### src/rtl/core/lzt_pkg.sv
// Types and constants shared by the tile stream expander modules.
`default_nettype none
package lzt_pkg;

  localparam int DICT_TILES_DEF  = 512;
  localparam int MAX_TILES_DEF   = 1024;
  localparam int PLANE_COUNT_DEF = 4;

  localparam int POS_W  = 11;  // tile position, covers MAX_TILES plus one copy run
  localparam int DCNT_W = 10;  // dictionary size from the header, up to 512

  localparam logic [15:0] VRAM_BASE  = 16'h8000;
  localparam logic [15:0] ROW_TOP    = 16'd255;

  typedef enum logic [2:0] {
    OP_HDR   = 3'd0,
    OP_DICT  = 3'd1,
    OP_LIT   = 3'd2,
    OP_REF   = 3'd3,
    OP_PLANE = 3'd4,
    OP_DONE  = 3'd5,
    OP_EOB   = 3'd6
  } op_t;

  typedef struct packed {
    op_t               op;
    logic [8:0]        idx;
    logic              bad;
    logic [11:0]       offset;
    logic [4:0]        len;
    logic [8:0]        entry;
    logic [63:0]       data;
    logic [POS_W-1:0]  tpp;
    logic [7:0]        height;
  } cmd_t;

  typedef struct packed {
    logic        is_write;
    logic [15:0] tile_address;
    logic [63:0] tile_data;
    logic        bad_token;
    logic        blob_done;
    logic        last;
  } result_t;

endpackage
`default_nettype wire

### src/rtl/core/lzt_front.sv
// Byte parser: header, dictionary assembly, flag/token decode, plane sequencing.
`default_nettype none
module lzt_front
  import lzt_pkg::*;
#(
  parameter int MAX_TILES   = MAX_TILES_DEF,
  parameter int DICT_TILES  = DICT_TILES_DEF,
  parameter int PLANE_COUNT = PLANE_COUNT_DEF
) (
  input  wire logic       clk,
  input  wire logic       rst,
  input  wire logic [7:0] data_byte,
  input  wire logic       blob_start,
  input  wire logic       in_push,
  output logic            in_full,
  output logic            cmd_push,
  output cmd_t            cmd,
  input  wire logic       cmd_full
);
  typedef enum logic [11:0] {
    F_IDLE   = 12'b0000_0000_0001,
    F_H1     = 12'b0000_0000_0010,
    F_H2     = 12'b0000_0000_0100,
    F_H3     = 12'b0000_0000_1000,
    F_H4     = 12'b0000_0001_0000,
    F_DICT   = 12'b0000_0010_0000,
    F_FLAG   = 12'b0000_0100_0000,
    F_TOK0   = 12'b0000_1000_0000,
    F_TOK1   = 12'b0001_0000_0000,
    F_SETTLE = 12'b0010_0000_0000,
    F_FIN    = 12'b0100_0000_0000,
    F_DONE   = 12'b1000_0000_0000
  } fstate_t;

  fstate_t           state, state_next;
  logic [POS_W-1:0]  tpp, tpp_next;
  logic [DCNT_W-1:0] dcnt, dcnt_next;
  logic [12:0]       lc, lc_next;
  logic [63:0]       word, word_next;
  logic [7:0]        fbits, fbits_next;
  logic [3:0]        fcnt, fcnt_next;
  logic [7:0]        first, first_next;
  logic [POS_W-1:0]  fpos, fpos_next;
  logic [1:0]        plane, plane_next;

  logic        take;
  logic [15:0] hv;
  logic [8:0]  lit_idx;
  logic [13:0] lc_inc;

  assign in_full = cmd_full || (state == F_SETTLE) || (state == F_FIN);
  assign take    = in_push && !in_full;
  assign hv      = {data_byte, tpp[7:0]};
  assign lit_idx = {first[0], data_byte};
  assign lc_inc  = {1'b0, lc} + 14'd1;

  always_comb begin
    state_next = state;
    tpp_next   = tpp;
    dcnt_next  = dcnt;
    lc_next    = lc;
    word_next  = word;
    fbits_next = fbits;
    fcnt_next  = fcnt;
    first_next = first;
    fpos_next  = fpos;
    plane_next = plane;
    cmd_push   = 1'b0;
    cmd        = '0;
    if (take && blob_start) begin
      tpp_next   = {{(POS_W-8){1'b0}}, data_byte};
      state_next = F_H1;
    end else if (take) begin
      unique case (state)
        F_H1: begin
          tpp_next   = (hv > 16'(MAX_TILES)) ? POS_W'(MAX_TILES) : hv[POS_W-1:0];
          state_next = F_H2;
        end
        F_H2: begin
          dcnt_next  = {{(DCNT_W-8){1'b0}}, data_byte};
          state_next = F_H3;
        end
        F_H3: begin
          dcnt_next  = ({data_byte, dcnt[7:0]} > 16'(DICT_TILES)) ? DCNT_W'(DICT_TILES)
                                                                   : {data_byte[1:0], dcnt[7:0]};
          state_next = F_H4;
        end
        F_H4: begin
          cmd_push   = 1'b1;
          cmd.op     = OP_HDR;
          cmd.tpp    = tpp;
          cmd.height = data_byte;
          lc_next    = '0;
          if (dcnt != '0) begin
            state_next = F_DICT;
          end else begin
            plane_next = '0;
            fpos_next  = '0;
            fcnt_next  = '0;
            state_next = F_SETTLE;
          end
        end
        F_DICT: begin
          word_next[{lc[2:0], 3'b000} +: 8] = data_byte;
          lc_next = lc_inc[12:0];
          if (lc[2:0] == 3'd7) begin
            cmd_push  = 1'b1;
            cmd.op    = OP_DICT;
            cmd.entry = lc[11:3];
            cmd.data  = word_next;
          end
          if (lc_inc >= {1'b0, dcnt, 3'b000}) begin
            plane_next = '0;
            fpos_next  = '0;
            fcnt_next  = '0;
            state_next = F_SETTLE;
          end
        end
        F_FLAG: begin
          fbits_next = data_byte;
          fcnt_next  = 4'd8;
          state_next = F_TOK0;
        end
        F_TOK0: begin
          first_next = data_byte;
          state_next = F_TOK1;
        end
        F_TOK1: begin
          cmd_push = 1'b1;
          if (fbits[0]) begin
            cmd.op    = OP_LIT;
            cmd.idx   = lit_idx;
            cmd.bad   = ({1'b0, lit_idx} >= dcnt);
            fpos_next = fpos + 1'b1;
          end else begin
            cmd.op     = OP_REF;
            cmd.offset = {first[3:0], data_byte};
            cmd.len    = {1'b0, first[7:4]} + 5'd3;
            fpos_next  = fpos + POS_W'({1'b0, first[7:4]} + 5'd3);
          end
          fbits_next = fbits >> 1;
          fcnt_next  = fcnt - 1'b1;
          state_next = F_SETTLE;
        end
        default: begin
        end
      endcase
    end else if (state == F_SETTLE && !cmd_full) begin
      cmd_push = 1'b1;
      if (fcnt != '0) begin
        cmd.op     = OP_EOB;
        state_next = F_TOK0;
      end else if (fpos < tpp) begin
        cmd.op     = OP_EOB;
        state_next = F_FLAG;
      end else if ({1'b0, plane} + 3'd1 >= 3'(PLANE_COUNT)) begin
        cmd.op     = OP_DONE;
        state_next = F_FIN;
      end else begin
        cmd.op     = OP_PLANE;
        plane_next = plane + 1'b1;
        fpos_next  = '0;
      end
    end else if (state == F_FIN && !cmd_full) begin
      cmd_push   = 1'b1;
      cmd.op     = OP_EOB;
      state_next = F_DONE;
    end
  end

  always_ff @(posedge clk) begin
    if (rst) begin
      state <= F_IDLE;
      tpp   <= '0;
      dcnt  <= '0;
      lc    <= '0;
      fbits <= '0;
      fcnt  <= '0;
      first <= '0;
      fpos  <= '0;
      plane <= '0;
    end else begin
      state <= state_next;
      tpp   <= tpp_next;
      dcnt  <= dcnt_next;
      lc    <= lc_next;
      fbits <= fbits_next;
      fcnt  <= fcnt_next;
      first <= first_next;
      fpos  <= fpos_next;
      plane <= plane_next;
    end
  end

  always_ff @(posedge clk) begin
    word <= word_next;
  end
endmodule
`default_nettype wire

### config.mk
export PLATFORM = sky130hd
export DESIGN_NAME = lzt_front
export DESIGN_NICKNAME = d
export VERILOG_FILES = /design/src/rtl/core/lzt_pkg.sv /design/src/rtl/core/lzt_front.sv
export SDC_FILE = /design/constraint.sdc
export NUM_CORES = 1
export LEC_CHECK = 0
export BUFFER_PORTS_ARGS = -buffer_cell sky130_fd_sc_hd__buf_2
export CAP_MARGIN = 5
export CORE_MARGIN = 2
export CORE_UTILIZATION = 40
export DETAILED_ROUTE_END_ITERATION = 7
export SLEW_MARGIN = 20
export SYNTH_ARGS = -nofsm -noshare
export SYNTH_HDL_FRONTEND = slang
export SYNTH_SLANG_ARGS = --single-unit
### constraint.sdc
create_clock -name clk -period 3.4 [get_ports clk]
set_clock_uncertainty 0.15 [all_clocks]
set_input_delay 0.85 -clock clk [delete_from_list [all_inputs] [get_ports clk]]
set_output_delay 0.85 -clock clk [all_outputs]
set_load 0.01 [all_outputs]
======== Yosys cells after proc, flatten, opt, wreduce, memory -nomap -nowiden ========
Index checks and enable logic that the tools add are counted.
W data, S select, Z words.
cells by class
  divide/modulo/power cells ............... 0
  equal/unequal tests ..................... 26
  order comparisons ....................... 6
  muxes and demuxes ....................... 62
  reductions and logical operators ........ 35
  multiply operators ...................... 0
  shift operators ......................... 2
  $add $sub $neg .......................... 9
  bitwise operators ....................... 1
operators with widths
  kind                      count
  $mux W73                  2
  $mux W122                 1
  $mux W119                 1
  $mux W11                  9
  $pmux W12 S8              1
  $mux W12                  7
  $bwmux W64                1
  $shift A8 B8 Y64 const A  1
  $shiftx A8 B8 Y64         1
  $pmux W11 S3              1
  $mux W10                  3
  $mux W27                  1
  $pmux W13 S2              1
  $mux W8                   3
  $mux W2                   10
  $pmux W10 S2              1
  $mux W19                  1
  $reduce_and A3 Y1         6
  $mux W17                  1
  $gt A16 B10 Y1 const B    1
  $gt A16 B11 Y1 const B    1
  $pmux W4 S4               1
  $pmux W8 S2               1
  $reduce_and A8 Y1         2
  50 further kinds          83
storage, ports and cells
  bits of input ports ..................... 13
  memory bits (writable) .................. 0
  bits in registers ....................... 143
  memories kept ........................... 0
  output and inout bits ................... 124
  latch bits .............................. 0
  ROM bits ................................ 0

======== Logic depth before layout (Yosys ltp) ========
  word-level depth ........................ 8
  depth in mapped cells ................... 15
  depth with buffers taken out ............ 13

======== Worst setup path before layout ========
Ideal clock, no wire load.
  kind .................................... register to register
  from .................................... register lc[0]
  to ...................................... register fpos[8]
  arrival ................................. 3.364 ns
  period minus slack after synthesis ...... 3.599 ns
  cell stages (with the launch flop) ...... 15
  data required time ...................... 3.166 ns
  setup slack ............................. -0.199 ns
  library setup time ...................... 0.084 ns
  cell sequence ........................... dfxtp_1 -> clkbuf_1 -> inv_1 -> nor3_1 -> nand4_1 -> nor2_1 -> xor2_1 -> ha_1 -> a211o_1 -> o221ai_1 -> o2111ai_2 -> a31oi_2 -> buf_2 -> o21ai_0 -> o31ai_2
on the way
  cells in the longest elaborated chain, start to end .. 4
RTL lines
  element                      line              source
  from (decl)                  lzt_front.sv:38   logic [12:0] lc, lc_next;
  from (signal assigned)       lzt_front.sv:186  lc <= lc_next;
  $add A13 B1 Y14              lzt_front.sv:55   assign lc_inc = {1'b0, lc} + 14'd1;
  $ge A14 B13 Y1               lzt_front.sv:112  if (lc_inc >= {1'b0, dcnt, 3'b000}) begin
  $ne A3 B3 Y1 (no line)       -
  $reduce_and A8 Y1 (no line)  -
  to (signal assigned)         lzt_front.sv:190  fpos <= fpos_next;
  to (decl)                    lzt_front.sv:43   logic [POS_W-1:0] fpos, fpos_next;
Every way passes these cells.
A chain may end at the register's enable or synchronous reset.

==> results.sh <==
export IMPL_run_status="complete, but fails checks"
export IMPL_violated_checks="setup timing"
export IMPL_finalWorstSetupSlack_ps=-110
export IMPL_drt_iter0_drc=528
export IMPL_synth_sequential_area_ratio=0.398
export IMPL_path_clk_slew_ps=60
export IMPL_worst_path_max_delay_cell="sky130_fd_sc_hd__or4_4"
export IMPL_reg2regPathDepth=15
export IMPL_start_util=0.406
export IMPL_tritoncts_num_buffers=17
export IMPL_numClockSinks=143
export IMPL_drc=0
export IMPL_buffer_ports_inserted=136
export IMPL_grt_pass1_wl_um=39800
export IMPL_yosys_top_cells_count="131 x sky130_fd_sc_hd__nand2_1, 90 x sky130_fd_sc_hd__and2_1, 88 x sky130_fd_sc_hd__nor2_1"
export IMPL_placement_rows=54
export IMPL_fp_dieArea_mm2=0.0232
export IMPL_post_route_period_util=1.03
export IMPL_finalSetupViolCount=86
export IMPL_gp_congestion=0.873
export IMPL_globalRouteOverflowTotal=0
export IMPL_cts_tree="done"
export IMPL_pin_count_of_the_biggest_net_entering_global_routing=67
export IMPL_power_ir_vdd_worst_mv=0.359
export IMPL_critPathCaptureType="primary output"
export IMPL_path_delay_family="simple AND/OR/NAND/NOR gates"
export IMPL_grt_usage=0.212
export IMPL_dr_total_vias=7907
export IMPL_rsz_0062_raised_after_global_routing="yes"
export IMPL_synth_seq_cells=143
export IMPL_dpl_worst_slack_ps=-151
export IMPL_final_report_hold_violation_count=0
export IMPL_drive_gt1_frac=0.295
export IMPL_worst_setup_path_type="flop to primary output"
export IMPL_r2r_end="fpos[2]"
export IMPL_synth_async_sr_flop_share=0
export IMPL_timing_rr_start="lc[1]"
export IMPL_post_synth_main_area_contributors="sky130_fd_sc_hd__edfxtp_1 22%, sky130_fd_sc_hd__dfxtp_1 18%, sky130_fd_sc_hd__ha_1 7.0%, sky130_fd_sc_hd__and2_1 6.4%, sky130_fd_sc_hd__nand2_1 5.6%"
export IMPL_post_drt_via_cell_ratio=5.29
export IMPL_nets=1265
export IMPL_h_tree_depth=4
export IMPL_worst_setup_path_start_kind="flop"
export IMPL_clk_insertion_delay_late_ps=420
export IMPL_yosysWarningCount=0
export IMPL_timing_max_slew_rel_slack=0.504
export IMPL_core_region_area_mm2=0.0217
export IMPL_critPathLaunch="state[7]"
export IMPL_cpPeakStageDelay_ps=560
export IMPL_detailedRoute_firstPassIterationCount=5
export IMPL_avgRoutedWirePerCell_um=16.9
export IMPL_critPathBufInv=3
export IMPL_dpl_instance_area_mm2=0.0102
export IMPL_hold_ws_ps=316
export IMPL_synthDominantAreaCellType="sky130_fd_sc_hd__edfxtp_1"
export IMPL_critical_path_depth=8
export IMPL_path_max_fanout=27
export IMPL_dp_hpwl_um=17600
export IMPL_yosysMostFrequentCell="sky130_fd_sc_hd__nand2_1"
export IMPL_clockBufferDepth=2
export IMPL_cap_violations=0
export IMPL_fmax_mhz=285
export IMPL_totalNegativeSetupSlack_ps=-5850
export IMPL_fp_dieW_um=152
export IMPL_clk_root_buffer_cell="sky130_fd_sc_hd__clkbuf_16"
export IMPL_worst_r2r_setup_slack_ps=90
export IMPL_cts_hold_repair_buffers=0
export IMPL_ant_nets=0
export IMPL_areaGrowthSynthToFinish_pct=28.1
export IMPL_power_leakage_nw=4.76
export IMPL_period_needed_ps=3510
export IMPL_syn_nets=1077
export IMPL_postSynthAreaPerCell_um2=8.68
export IMPL_io_pins=137
export IMPL_pwr_density_cell_mw_per_mm2=341
export IMPL_drv_slew=0
export IMPL_hold_class="flop to flop"
export IMPL_chipHeight_um=152
export IMPL_synth_enable_flop_cells=64
export IMPL_post_synth_inst_count=1014
export IMPL_power_mw=3.85
export IMPL_syn_area_mm2=0.00880
export IMPL_stdcell_area_mm2=0.0113
export IMPL_antenna_violations_before_repair=0
export IMPL_critical_path_arrival_ps=2510
export IMPL_critical_path_required_ps=2400
export IMPL_critPathCapture="cmd[90]"
export IMPL_cp_cell_sequence="or4_4 > o41ai_4 > buf_4 > or2_4 > nor2_4 > clkbuf_16 > and2_1 > buf_2"
export IMPL_vias_in_the_first_global_route=7466
export IMPL_tightest_slew_ps=744
export IMPL_wl_um=25300
export IMPL_synth_top_area_share=0.218
export IMPL_synth_lib_cells_used_distinct=74
export IMPL_number_of_fillers_in_the_final_layout=2024
export IMPL_synthFlopType="sky130_fd_sc_hd__dfxtp_1"
-- area by class of cell --
cell class	instances	area (um2)	share of cell area
repair buffers	230	1500	0.133
clock inverters	15	159	0.0141
multi-input cells	776	5200	0.461
well taps	280	350	0.0311
diodes	1	2.50	0.000222
inverters	34	130	0.0115
clock buffers	17	425	0.0377
flip-flops and latches	143	3510	0.311
-- worst min path at each step --
stage	startpoint	to	cells past startpoint	slack [ps]
after global placement	dcnt[2]	dcnt[2]	2	300
after detailed placement	dcnt[2]	dcnt[2]	2	300
after CTS	dcnt[2]	dcnt[2]	2	310
after global routing	dcnt[2]	dcnt[2]	2	330
final	dcnt[2]	dcnt[2]	2	320
after floorplan	dcnt[2]	dcnt[2]	2	290
-- logic make-up (layout without fill, tap and decap cells) --
family          after synthesis  count (layout)  synth area share
mux                          26              26            0.0317
fa+ha+maj                    50              50            0.0719
simple gates                476             476             0.281
buf+inv                      95             296            0.0448
flops                       143             143             0.398
xor+xnor                     21              21            0.0209
compound gates              203             203             0.152
other cells                   0               1                 0
-- power by group --
part	internal (mW)	switching, mW	total [mW]
Clock	1.09	0.786	1.88
Combinational	0.0646	0.116	0.181
Sequential	1.79	0.00319	1.79
Total	2.94	0.905	3.85
-- cells in the final DEF (no fill, tap or decap), types with 6 or more instances in the layout --
master | netlist | routed
sky130_fd_sc_hd__nand3_1 | 27 | 25
sky130_fd_sc_hd__nand2_2 | 1 | 8
sky130_fd_sc_hd__dfxtp_2 | 0 | 6
sky130_fd_sc_hd__nand4_1 | 8 | 8
sky130_fd_sc_hd__nor4_1 | 10 | 7
sky130_fd_sc_hd__and2_1 | 90 | 90
sky130_fd_sc_hd__nand2b_1 | 16 | 15
sky130_fd_sc_hd__clkbuf_16 | 0 | 18
sky130_fd_sc_hd__ha_1 | 49 | 45
sky130_fd_sc_hd__xor2_1 | 11 | 10
sky130_fd_sc_hd__nor2_1 | 88 | 83
sky130_fd_sc_hd__buf_4 | 3 | 82
sky130_fd_sc_hd__nand2_1 | 131 | 124
sky130_fd_sc_hd__mux2_2 | 15 | 15
sky130_fd_sc_hd__buf_2 | 9 | 135
sky130_fd_sc_hd__inv_1 | 34 | 30
sky130_fd_sc_hd__a22oi_1 | 17 | 17
sky130_fd_sc_hd__a21oi_1 | 49 | 45
sky130_fd_sc_hd__xnor2_1 | 10 | 9
sky130_fd_sc_hd__and3_1 | 9 | 6
sky130_fd_sc_hd__or3_1 | 7 | 6
sky130_fd_sc_hd__dfxtp_1 | 79 | 73
sky130_fd_sc_hd__mux2i_1 | 11 | 11
sky130_fd_sc_hd__buf_6 | 2 | 7
sky130_fd_sc_hd__edfxtp_1 | 64 | 64
sky130_fd_sc_hd__nor2_2 | 2 | 6
sky130_fd_sc_hd__a21o_1 | 10 | 10
sky130_fd_sc_hd__nand3b_1 | 7 | 7
sky130_fd_sc_hd__a311oi_1 | 7 | 7
sky130_fd_sc_hd__o21ai_0 | 70 | 68
sky130_fd_sc_hd__nor2b_1 | 32 | 26
sky130_fd_sc_hd__nor3_1 | 23 | 21
-- registers in the layout (all words and copies together) (netlist names), 4 cells and up --
signal / count
word: 64
lc: 13
state: 12
fpos: 11
tpp: 11
dcnt: 10
fbits: 8
first: 8
fcnt: 4
-- worst reg2reg max path: stages (launching register included) --
cell and delay, ps:
sky130_fd_sc_hd__dfxtp_2 330, sky130_fd_sc_hd__buf_4 120, sky130_fd_sc_hd__ha_2 180, sky130_fd_sc_hd__and3_4 180, sky130_fd_sc_hd__nand3_2 80, sky130_fd_sc_hd__or2_2 290
sky130_fd_sc_hd__xnor2_1 150, sky130_fd_sc_hd__ha_1 330, sky130_fd_sc_hd__nand4_1 100, sky130_fd_sc_hd__nor2_1 130, sky130_fd_sc_hd__o311ai_2 160, sky130_fd_sc_hd__o2111ai_4 160
sky130_fd_sc_hd__a21oi_2 120, sky130_fd_sc_hd__buf_4 160, sky130_fd_sc_hd__or4_1 460, sky130_fd_sc_hd__a21oi_1 130
-- metal layers --
layer	part of all wire	track usage	wire [um]
met5	0	0	0
met4	0.013	0.0423	322
met3	0.049	0.0412	1240
met2	0.48	0.358	12300
met1	0.45	0.285	11500
-- metrics by stage --
step,utilization,cells
after floorplan,-,1014
after CTS,0.513,1493
after global routing,0.520,1495
after detailed placement,0.472,1449
final,0.520,1496
after global placement,0.472,1449
-- timing repair --
item | CTS | global route
pin swaps | 11 | 10
endpoints found under the setup margin | 130 | 147
resized for setup | 54 | 24
gates cloned | 1 | 1
buffers inserted | 11 | 1
Power figures use the tool's default switching activity.
