File: config.mk
export PLATFORM = sky130hd
export DESIGN_NAME = lzt_fifo
export DESIGN_NICKNAME = d
export VERILOG_FILES = /design/src/rtl/core/lzt_fifo.sv
export SDC_FILE = /design/constraint.sdc
export NUM_CORES = 1
export LEC_CHECK = 0
export BUFFER_PORTS_ARGS = -buffer_cell sky130_fd_sc_hd__buf_4
export CORE_UTILIZATION = 58
export DETAILED_ROUTE_END_ITERATION = 10
export GPL_TIMING_DRIVEN = 0
export PLACE_DENSITY = 0.88
export SYNTH_ARGS = -nofsm -noshare
export SYNTH_HDL_FRONTEND = slang
export SYNTH_SLANG_ARGS = --single-unit
File: constraint.sdc
create_clock -name clk -period 4.1 [get_ports clk]
set_clock_uncertainty 0.05 [all_clocks]
set_input_delay 0.82 -clock clk [delete_from_list [all_inputs] [get_ports clk]]
set_output_delay 0.82 -clock clk [all_outputs]
set_load 0.005 [all_outputs]
File: src/rtl/core/lzt_fifo.sv
// Small register queue used for commands and for results.
`default_nettype none
module lzt_fifo #(
  parameter int WIDTH = 8,
  parameter int DEPTH_LOG2 = 2
) (
  input  wire logic             clk,
  input  wire logic             rst,
  input  wire logic             push,
  input  wire logic [WIDTH-1:0] din,
  output logic                  full,
  input  wire logic             pop,
  output logic [WIDTH-1:0]      dout,
  output logic                  empty
);
  localparam int DEPTH = 1 << DEPTH_LOG2;

  logic [WIDTH-1:0]      mem [DEPTH];
  logic [DEPTH_LOG2-1:0] wr_ptr;
  logic [DEPTH_LOG2-1:0] rd_ptr;
  logic [DEPTH_LOG2:0]   count;
  logic                  do_push;
  logic                  do_pop;

  assign full    = (count == (DEPTH_LOG2+1)'(DEPTH));
  assign empty   = (count == '0);
  assign do_push = push && !full;
  assign do_pop  = pop && !empty;
  assign dout    = mem[rd_ptr];

  always_ff @(posedge clk) begin
    if (rst) begin
      wr_ptr <= '0;
      rd_ptr <= '0;
      count  <= '0;
    end else begin
      if (do_push) wr_ptr <= wr_ptr + 1'b1;
      if (do_pop) rd_ptr <= rd_ptr + 1'b1;
      if (do_push && !do_pop) count <= count + 1'b1;
      else if (do_pop && !do_push) count <= count - 1'b1;
    end
  end

  always_ff @(posedge clk) begin
    if (do_push) mem[wr_ptr] <= din;
  end
endmodule
`default_nettype wire

* Word level (Yosys, flattened, before mapping)
Memories as Yosys holds them, arrays and structs flattened. A register that Yosys moved wholly into a read port is not among the register bits.
Index checks and enable logic that the tools add are counted.
** Word-level totals
- Memories :: 1
- Output and inout port bits :: 10
- Word-level logic and storage cells :: 25
- Memory bits (writable) :: 32
- Input port bits :: 12
- Bits in registers :: 7
** Memory list
- mem :: words 4, bits a word 8, read ports 1, clocked after Yosys merged registers in 1, wr ports 1, line 18 : logic [WIDTH-1:0] mem [DEPTH];
** Operators by class
- Muxes and demuxes :: 6
- Add/sub/neg operators :: 4
- Reduce and logical (&&, ||, !) cells :: 10
- Eq/ne operators :: 1
** Operator list (count)
- 2-to-1 mux 3 bit :: 2
- adder 2 x 1 -> 2 bit (second input constant) :: 2
- logical AND 1 bit :: 4
- logical NOT 1 bit :: 4
- 2-to-1 mux 2 bit :: 2
- adder 3 x 1 -> 3 bit (second input constant) :: 1
- == test 3 bit (second input constant) :: 1
- logical NOT 3 bit :: 1
- subtractor 3 x 1 -> 3 bit (second input constant) :: 1
- 2-to-1 mux 1 bit :: 2
- nonzero test 2 bit :: 1

* Logic depth before layout (Yosys ltp)
Gate-level depths: netlist (run 1).
- Depth in word-level cells :: 7
- Gate-level depth with buffers :: 8
- Depth with buffers taken out :: 8

* Worst setup path after synthesis (run 1)
Ideal clock, no wire load.
- Path type :: input to register
- Start :: in push
- End :: reg count[2]
- Arrival time :: 2.216 ns
- Path slack :: 1.764 ns
- Library setup time :: 0.070 ns
- Stages on the path :: 8
- Data required time :: 3.980 ns
- Buffers on the path :: 0
- Cells stage by stage :: inv_1 -> nor2_2 -> ha_1 -> inv_1 -> fa_1 -> xor2_1 -> or3_1 -> a21oi_1
** Between the ends
- Longest elaborated chain between the ends :: 4
- Elaborated cells on any way between the ends :: 6
- Those cells by class :: mux: 1; reduce/logical: 5
** Ends and longest elaborated chain
- start, declared :: line 9 : input wire logic push,
- logical AND 1 bit * :: line 27 : assign do_push = push && !full;
- named net do_push :: line 22 : logic do_push;
- logical NOT 1 bit :: line 40 : else if (do_pop && !do_push) count <= count - 1'b1;
- logical AND 1 bit :: line 40
- nonzero test 2 bit (no line)
- end signal, assigned :: line 39 : if (do_push && !do_pop) count <= count + 1'b1;
- end signal, assigned :: line 40
- end, declared :: line 21 : logic [DEPTH_LOG2:0] count;
The timed path passes the listed nets; every way through them passes the cells marked *.
A chain may end at the register's enable or synchronous reset.

==> metrics.txt, run 1 <==
status finished clean; Vias 825; WS Path Type flip-flop to primary output; Starting Density a little over three fifths; MaxCap Viol Count 0; static leakage 0.687 nW; ys flop type edfxtp_1; Post-DRT Antenna Nets 0; area of the core 2570 um^2; slew margin rel. 67.9%; Post-CTS Resized 0; Iter 0 DRT Violations 12; first-pass GRT wire length 3910 um; Critical Path End Type primary output; Avg Cell Area, Syn 18.0 um^2; Yosys warning total 0; post-synth top area cell edfxtp_1; row cnt 18; maximum vdd drop 0.000606 V; Die Height around 55 um; initial antenna violation count 0; CP arrival 1.68 ns; Pins Over Slew Limit 0; Finished Cell Area between 1500 and 2000 um^2; GRT Total Usage a little over a fifth; Reg area 1140 um^2; top-area cell type share of the netlist area 59.3%; clk root buf clkbuf_4; Die Width between 50 and 60 um; dpl cell area 1810 um^2; final setup fails 0; number of synthesized flops with an enable pin 32; sequential area share after synthesis between 70 and 80%; multi-input gate area in the final layout 452 um^2; async set or reset register ratio after synthesis 0%; clk buf depth 2; syn_nets about 110; pin count of the biggest net entering global routing 14; worst slew pin tran 0.482 ns; CP startpoint kind flip-flop; ant diodes 0; grt ovf 0; share of post-route cells with drive strength above 1 33.1%; fin nets ~140; CP required 3.23 ns; power density cells 585 nW/um^2; CTS tree built; hold buffers post-CTS 0; Crit Path Max Fanout 8; Port Buffer Count 20; vias in the first global route 831; Final Util between 70% and 80%; RSZ-0062 raised after global routing no; Hold WC Path Type flip-flop to flip-flop; clock sinks 41; FMAX between 0.3 and 0.4 GHz; Wirelength per Cell 17.2 um; Fin. Hold Viols 0; dominant cells by area after synthesis edfxtp_1 59%, dfxtp_1 11%, mux4_2 11%, ha_1 3.9%, xor2_1 2.2%; Die ar. approximately 3000 um^2; final WL 2540 um; Cell Area, Synth 1620 um^2; Tcrit/Tclk final between 60 and 70%; synth-to-layout area growth 16.4%; First-pass DRT Iterations 4; number of H-tree levels 2; minimum clock period after layout 2.55 ns; Hold Worst Slack 0.492 ns; fillers 179; Placer Congestion 0.650; DRC Markers 0; total negative setup slack 0 ns; Worst-path clk slew 0.12 ns; post-synth cell types 21; Mapped Cells 90; vias per std cell between 5 and 6; CTS Buf Count 5; post-CTS setup buffers 0; Clk Latency, worst-skew pair 0.36 ns; #FFs+latches synth 41; IO Pins 22; DP Wirelength 1830 um
==> stage by stage <==
stage                     power (mW)  cells  setup WS (ns)
after floorplan                0.736     90           1.76
after global placement         0.839    140           1.61
after detailed placement       0.863    140           1.49
after CTS                       1.12    148           1.52
after global routing            1.16    148           1.48
final                           1.10    148           1.55
==> metal layers <==
metal  GRT usage [%]  up-vias  routed length [um]
li1                -      394                   -
met1            23.5      403                1060
met2            35.3       19                1330
met3            8.33        9                 103
met4            8.97        0                  46
met5               0        -                   0
==> power breakdown <==
part / switching [mW] / leakage, nW / total, mW / internal (mW)
combinational: 0.135 / 0.281 / 0.306 / 0.171
sequential: 0.0366 / 0.367 / 0.543 / 0.506
clock: 0.130 / 0.0389 / 0.256 / 0.126
total: 0.302 / 0.687 / 1.10 / 0.803
==> kinds of logic after synthesis <==
logic type	after synthesis	share of synthesized area [%]
flip-flops	41	70.4
buffers and inverters	7	1.70
AO/OA/AOI/OAI	6	2.55
multiplexers	10	12.4
AND/OR/NAND/NOR	16	5.71
XOR/XNOR	4	2.16
adder cells (fa/ha/maj)	6	5.10
==> synth_stat cells, types with 4 or more instances <==
library cell / number
dfxtp_1: 9
inv_1: 4
mux4_2: 8
ha_1: 5
xor2_1: 4
nor2_1: 5
edfxtp_1: 32
and2_1: 4
==> registers in the layout, indices dropped and copies added (netlist names), named ones only <==
signal,flops
mem,32
count,3
rd_ptr,2
wr_ptr,2
==> final cells by class <==
class	count	area share [%]
Clock inverter	3	2.19
Buffer	3	0.663
Clock buffer	5	1.99
Timing Repair Buffer	20	7.96
Inverter	4	0.796
Sequential cell	41	60.5
Multi-Input combinational cell	42	23.9
Tap cell	30	1.99
==> worst max-delay path: stages (launching register included) <==
cell     delay [ns]
dfxtp_1        0.33
buf_2          0.28
mux4_2         0.56
buf_4          0.15
==> cells in the final DEF, fill, tap and decap left out, drive strengths merged, types with 2 or more instances in the layout <==
master  netlist  routed
o21ai         2       2
clkbuf        2       7
edfxtp       32      32
buf           1      21
mux4          8       8
mux2i         2       2
or3           2       2
nor2          6       6
inv           4       4
dfxtp         9       9
nand2b        2       2
a21oi         2       2
xor2          4       4
and2          4       4
ha            5       5
==> final timing paths <==
path | startpoint | to | slack [ns] | cells past startpoint
min | wr_ptr[0] | wr_ptr[0] | 0.49 | 2
min reg2reg | wr_ptr[0] | wr_ptr[0] | 0.49 | 2
max reg2reg | count[0] | count[2] | 1.84 | 8
max | flip-flop | dout[6] | 1.55 | 3
(Power assumes the default switching activity.)
==> run 2, diff against run 1 <==
--- a/config.mk
+++ b/config.mk
@@ -6,10 +6,10 @@
 export NUM_CORES = 1
 export LEC_CHECK = 0
 export BUFFER_PORTS_ARGS = -buffer_cell sky130_fd_sc_hd__buf_4
-export CORE_UTILIZATION = 58
+export CORE_UTILIZATION = 50
 export DETAILED_ROUTE_END_ITERATION = 10
 export GPL_TIMING_DRIVEN = 0
-export PLACE_DENSITY = 0.88
+export PLACE_DENSITY = 0.82
 export SYNTH_ARGS = -nofsm -noshare
 export SYNTH_HDL_FRONTEND = slang
 export SYNTH_SLANG_ARGS = --single-unit
==> constraint.sdc (replaced) <==
create_clock -name clk -period 2.3 [get_ports clk]
set_clock_uncertainty 0.05 [all_clocks]
set_input_delay 0.46 -clock clk [delete_from_list [all_inputs] [get_ports clk]]
set_output_delay 0.46 -clock clk [all_outputs]
set_load 0.005 [all_outputs]
==> run 2 against run 1 <==
Net effect:
- first-iteration DRC count up 25%
- die area up 15%
- wire length down 3.3%
- clock-buffer cell count up 1
- setup slack worse by 1.4 ns
- combinational power up 76%
- via count up 1.9%
- non-clock buffer count unchanged
- clock power up 38%
- global-route usage down 4.2 points
==> metrics.txt, run 2 (synthesis gave the netlist of run 1 again) <==
CTS Buf Count 5 (unchanged); RSZ-0062 raised after global routing no; Placer Congestion 0.703 (+8.2%); post-CTS setup buffers 0 (unchanged); status finished clean; Critical path destination dout[1]; fin nets 135 (unchanged); row cnt 20 (+2); dpl cell area 1830 um^2 (+0.97%); MaxCap Viol Count 0 (unchanged); Most flops, register mem; CTS tree built; total negative setup slack 0 ns (unchanged); slowest cell on the critical path mux4_2; hold buffers post-CTS 0 (unchanged); first-pass GRT wire length 3990 um (+2.1%); Reg2Reg Depth 8 (unchanged); vias in the first global route 877 (+5.5%); synth-to-layout area growth 16.8%; Fin. Hold Viols 0 (unchanged); WS Path Type flip-flop to primary output; R2R Path Start count[2]; CP required 1.79 ns (-1.44 ns); Post-Layout Cell Count 162 (+9.5%); worst slew pin tran 0.441 ns (-0.0408 ns); Die Width 58.9 um (+7.4%); area of the core 3050 um^2 (+19%); Max stage delay on crit path 0.56 ns (about the same); Die Height 58.9 um (+7.4%); grt ovf 0 (unchanged); IO Pins 22 (unchanged); Largest register FFs 32 (unchanged); static leakage 0.685 nW (-0.20%); Tcrit/Tclk final between 90% and 100%; share of post-route cells with drive strength above 1 34.7% (+1.7 points); FMAX approximately 0.47 GHz; Post-DRT Antenna Nets 0 (unchanged); Crit Path Max Fanout 8 (unchanged); most common cell after layout, fill and taps aside edfxtp_1; CP arrival 1.63 ns (-0.05 ns); Port Buffer Count 20 (unchanged); Worst-path clk slew 0.11 ns (about the same); r2r setup slk 0.18 ns (-1.66 ns); vias per std cell 5.19 (-6.9%); Clk Latency, worst-skew pair 0.34 ns (-0.02 ns); slew margin rel. 70.6% (+2.7 points); Finished Cell Area 1890 um^2 (+0.33%); Vias 841 (+1.9%); worst-path cell chain buf_2, mux4_2, buf_4; Die ar. 3470 um^2 (+15%); Hold WC Path Type input port to flip-flop; Post-CTS Resized 0 (unchanged); power density cells 982 nW/um^2 (+68%); # placed instances 154 (+10%); ant diodes 0 (unchanged); First-pass DRT Iterations 4 (unchanged); pin count of the biggest net entering global routing 13 (-1); r2r endpoint count[2]; minimum clock period after layout 2.14 ns; clock sinks 41 (unchanged); initial antenna violation count 0 (unchanged); Starting Density 53.1% (-10 points); clk root buf clkbuf_4; Pins Over Slew Limit 0 (unchanged); maximum vdd drop 0.000567 V (-6.5%); Hold Worst Slack 0.263 ns (-0.229 ns); final setup fails 0 (unchanged); DRC Markers 0 (unchanged); Iter 0 DRT Violations 15 (+3); CP startpoint kind flip-flop; Critical Path End Type primary output; largest registers mem (32), count (3); Final Util 62.0% (-11 points); GRT Total Usage 16.9% (-4.2 points); Wirelength per Cell 15.2 um (-12%); clk buf depth 2 (unchanged); final WL 2460 um (-3.3%); commonest cells after routing, fill and taps aside 32 x edfxtp_1, 20 x buf_4, 8 x mux4_2; number of H-tree levels 2 (unchanged)
==> run 2: worst min-delay path by stage <==
stage	start	to	depth (start not counted)
final	din[6]	mem[3][6]	1
after global routing	din[6]	mem[3][6]	1
after CTS	din[6]	mem[3][6]	1
after detailed placement	rd_ptr[1]	flip-flop	2
after global placement	wr_ptr[1]	wr_ptr[1]	2
after floorplan	wr_ptr[1]	wr_ptr[1]	2
==> run 2: power by group <==
part / total, mW / switching (mW) / internal (mW)
clock: 0.353 / 0.209 / 0.144
sequential: 0.969 / 0.0635 / 0.905
combinational: 0.538 / 0.235 / 0.303
==> run 2: cell type report <==
type | count | area (um^2)
sequential | 41 | 1140
tap | 44 | 55.1
clock inverter | 2 | 8.76
timing repair buffer | 20 | 150
multi-input combinational | 42 | 457
inverter | 4 | 15.0
clock buffer | 6 | 51.3
buffer | 3 | 12.5
fill | 238 | 1160
==> run 2: critical path, delay by kind of cell (launching register included) <==
family,cells,cell delay (ns)
mux,1,0.56
buf+inv,2,0.42
flops,1,0.32
==> run 2: layer usage <==
| metal | vias up | part of all wire (%) | GRT usage [%] |
|---|---|---|---|
| met5 | - | 0 | 0 |
| met4 | 0 | 1.7 | 7.48 |
| met3 | 5 | 5.1 | 5.93 |
| met2 | 23 | 54 | 30.2 |
| met1 | 414 | 39 | 17.8 |
| li1 | 399 | - | - |
==> run 2: per-stage QoR <==
step | worst slack (ns) | power [mW]
after global placement | 0.152 | 1.50
after global routing | 0.0298 | 1.97
after detailed placement | 0.0342 | 1.53
after floorplan | 0.286 | 1.31
after CTS | 0.00196 | 1.88
final | 0.163 | 1.86
==> run 3, diff against run 2 <==
--- a/config.mk
+++ b/config.mk
@@ -10,6 +10,8 @@
 export DETAILED_ROUTE_END_ITERATION = 10
 export GPL_TIMING_DRIVEN = 0
 export PLACE_DENSITY = 0.82
+export REMOVE_ABC_BUFFERS = 1
+export SETUP_SLACK_MARGIN = 0.02
 export SYNTH_ARGS = -nofsm -noshare
 export SYNTH_HDL_FRONTEND = slang
 export SYNTH_SLANG_ARGS = --single-unit
==> run 3 against run 2 <==
Net effect:
- sequential cell count unchanged
- sequential power up 4%
- critical path depth increased by 4
- clock power up 23%
- power is 4.2% higher
- via count shrank 3.0%
==> metrics.txt, run 3 (synthesis gave the netlist of run 1 again) <==
status finished clean; initial antenna violation count 0 (unchanged); GRT Total Usage 16.7% (-0.17 points); Starting Density 53.1% (unchanged); Crit Path Max Fanout 6 (-2); final WL 2440 um (-0.69%); Reg power frac 52.4% (+0.3 points); R2R Path Start count[1]; clock share of power 22.5% (+3.5 points); total power 1.94 mW (+4.2%); clk root buf clkbuf_4; number of H-tree levels 2 (unchanged); r2r setup slk 0.16 ns (-0.02 ns); Iter 0 DRT Violations 30 (+15); largest registers mem (32), count (3); ant diodes 0 (unchanged); vias in the first global route 876 (-0.11%); maximum vdd drop 0.000641 V (+13%); most common cell after layout, fill and taps aside edfxtp_1; worst hold path depth 1 (unchanged); Logic pwr share 25.1% (-3.8 points); Most flops, register mem; Hold WC Path Type input port to flip-flop; grt ovf 0 (unchanged); hold buffers post-CTS 0 (unchanged); Wirelength per Cell 15.3 um (+0.55%); Worst-path clk slew 0.11 ns (about the same); r2r endpoint count[2]; synth-to-layout area growth 17.5%; net switching power 0.505 mW (-0.37%); RSZ-0062 raised after global routing no; Critical Path End Type flip-flop; static leakage 0.687 nW (+0.28%); Hold Crit Start din[6]; CTS tree built; Die ar. 3470 um^2 (unchanged); CP arrival 2.35 ns (+0.72 ns); slew margin rel. 71.3% (+0.69 points); CP required 2.51 ns (+0.72 ns); commonest cells after routing, fill and taps aside 32 x edfxtp_1, 21 x buf_4, 8 x mux4_2; clock sinks 41 (unchanged); Clk Latency, worst-skew pair 0.33 ns (about the same); WHS Endpoint mem[1][6]; Place WS 0.0664 ns (+0.0322 ns); Reg2Reg Depth 7 (-1); row cnt 20 (unchanged); CP startpoint kind flip-flop; First-pass DRT Iterations 4 (unchanged); Tcrit/Tclk final 93.0% (+0.14 points); fin worst setup slack 0.160 ns (-0.00315 ns); IO Pins 22 (unchanged); Fin. Hold Viols 0 (unchanged); CTS Buf Count 5 (unchanged); fin nets 133 (-1.5%); area of the core 3050 um^2 (unchanged); Placer Congestion 0.735 (+4.5%); MaxCap Viol Count 0 (unchanged); WS Path Type flip-flop to flip-flop; FMAX 0.467 GHz (-0.15%); pin count of the biggest net entering global routing 13 (unchanged); power density cells 1020 nW/um^2 (+3.5%); Die Width 58.9 um (unchanged); total negative setup slack 0 ns (unchanged); clk buf depth 2 (unchanged); Pins Over Slew Limit 0 (unchanged); sw frac 26.1% (-1.2 points); Post-DRT Antenna Nets 0 (unchanged); vias per std cell 5.10 (-1.8%); Vias 816 (-3.0%); worst slew pin tran 0.431 ns (-0.0103 ns); DRC Markers 0 (unchanged); Port Buffer Count 21 (+5.0%); DP Wirelength around 1700 um; first-pass GRT wire length 3960 um (-0.70%); Largest register FFs 32 (unchanged); Die Height 58.9 um (unchanged); share of post-route cells with drive strength above 1 35.3% (+0.60 points); Int Pwr 1.43 mW (+5.9%); minimum clock period after layout 2.14 ns (+0.00315 ns); final setup fails 0 (unchanged)
==> run 3: layer usage <==
| layer | track usage (%) | vias up | part of all wire (%) |
|---|---|---|---|
| met5 | 0 | - | 0 |
| met4 | 9.18 | 0 | 1.0 |
| met3 | 4.18 | 4 | 4.2 |
| met2 | 28.6 | 25 | 51 |
| met1 | 19.2 | 397 | 43 |
| li1 | - | 390 | - |
==> run 3: worst max-delay path, cell delays in order, from the launching register on <==
cell	delay [ns]
dfxtp_2	0.38
o31ai_2	0.32
ha_1	0.25
inv_1	0.06
fa_1	0.37
xor2_1	0.15
or3_1	0.31
a21oi_1	0.18
==> run 3: area by class of cell <==
type,count,area (um^2)
clock buffer,6,41.3
clock inverter,2,33.8
fill,239,1150
inverter,4,15.0
multi-input combinational,42,457
sequential,41,1140
tap,44,55.1
timing repair buffer,21,158
==> run 3: worst max-delay path by stage <==
stage,from,endpoint,slack (ns),cells after the start
after floorplan,count[0],count[2],0.29,8
after global placement,push,count[2],0.16,9
after detailed placement,push,count[2],0.07,9
after CTS,count[0],count[2],0.06,8
after global routing,count[2],count[2],0.01,8
final,count[1],count[2],0.16,7
==> run 3: power by group through the flow <==
| stage | Clock, mW | Sequential (mW) | Combinational (mW) |
|---|---|---|---|
| 6_report | 0.435 | 1.01 | 0.487 |
| 5_1_grt | 0.473 | 1.03 | 0.537 |
| 4_1_cts | 0.446 | 1.02 | 0.488 |
| 3_5_place_dp | 0 | 1.03 | 0.484 |
| 3_3_place_gp | 0 | 1.02 | 0.468 |
| 2_1_floorplan | 0 | 0.999 | 0.302 |
==> run 3: per-stage QoR <==
step / std cells / utilization, % / cell area, um^2 / hold WS [ns]
final: 160 / 62.4 / 1900 / 0.271
after global routing: 160 / 62.4 / 1900 / 0.253
after CTS: 160 / 62.1 / 1900 / 0.252
after detailed placement: 152 / 59.6 / 1820 / 0.468
after global placement: 152 / 59.6 / 1820 / 0.444
after floorplan: 87 / - / 1610 / 0.431
==> run 3: timing repair <==
item,CTS,global route
setup endpoints to repair,8,1
buffers inserted,0,0
gates resized for setup,1,3
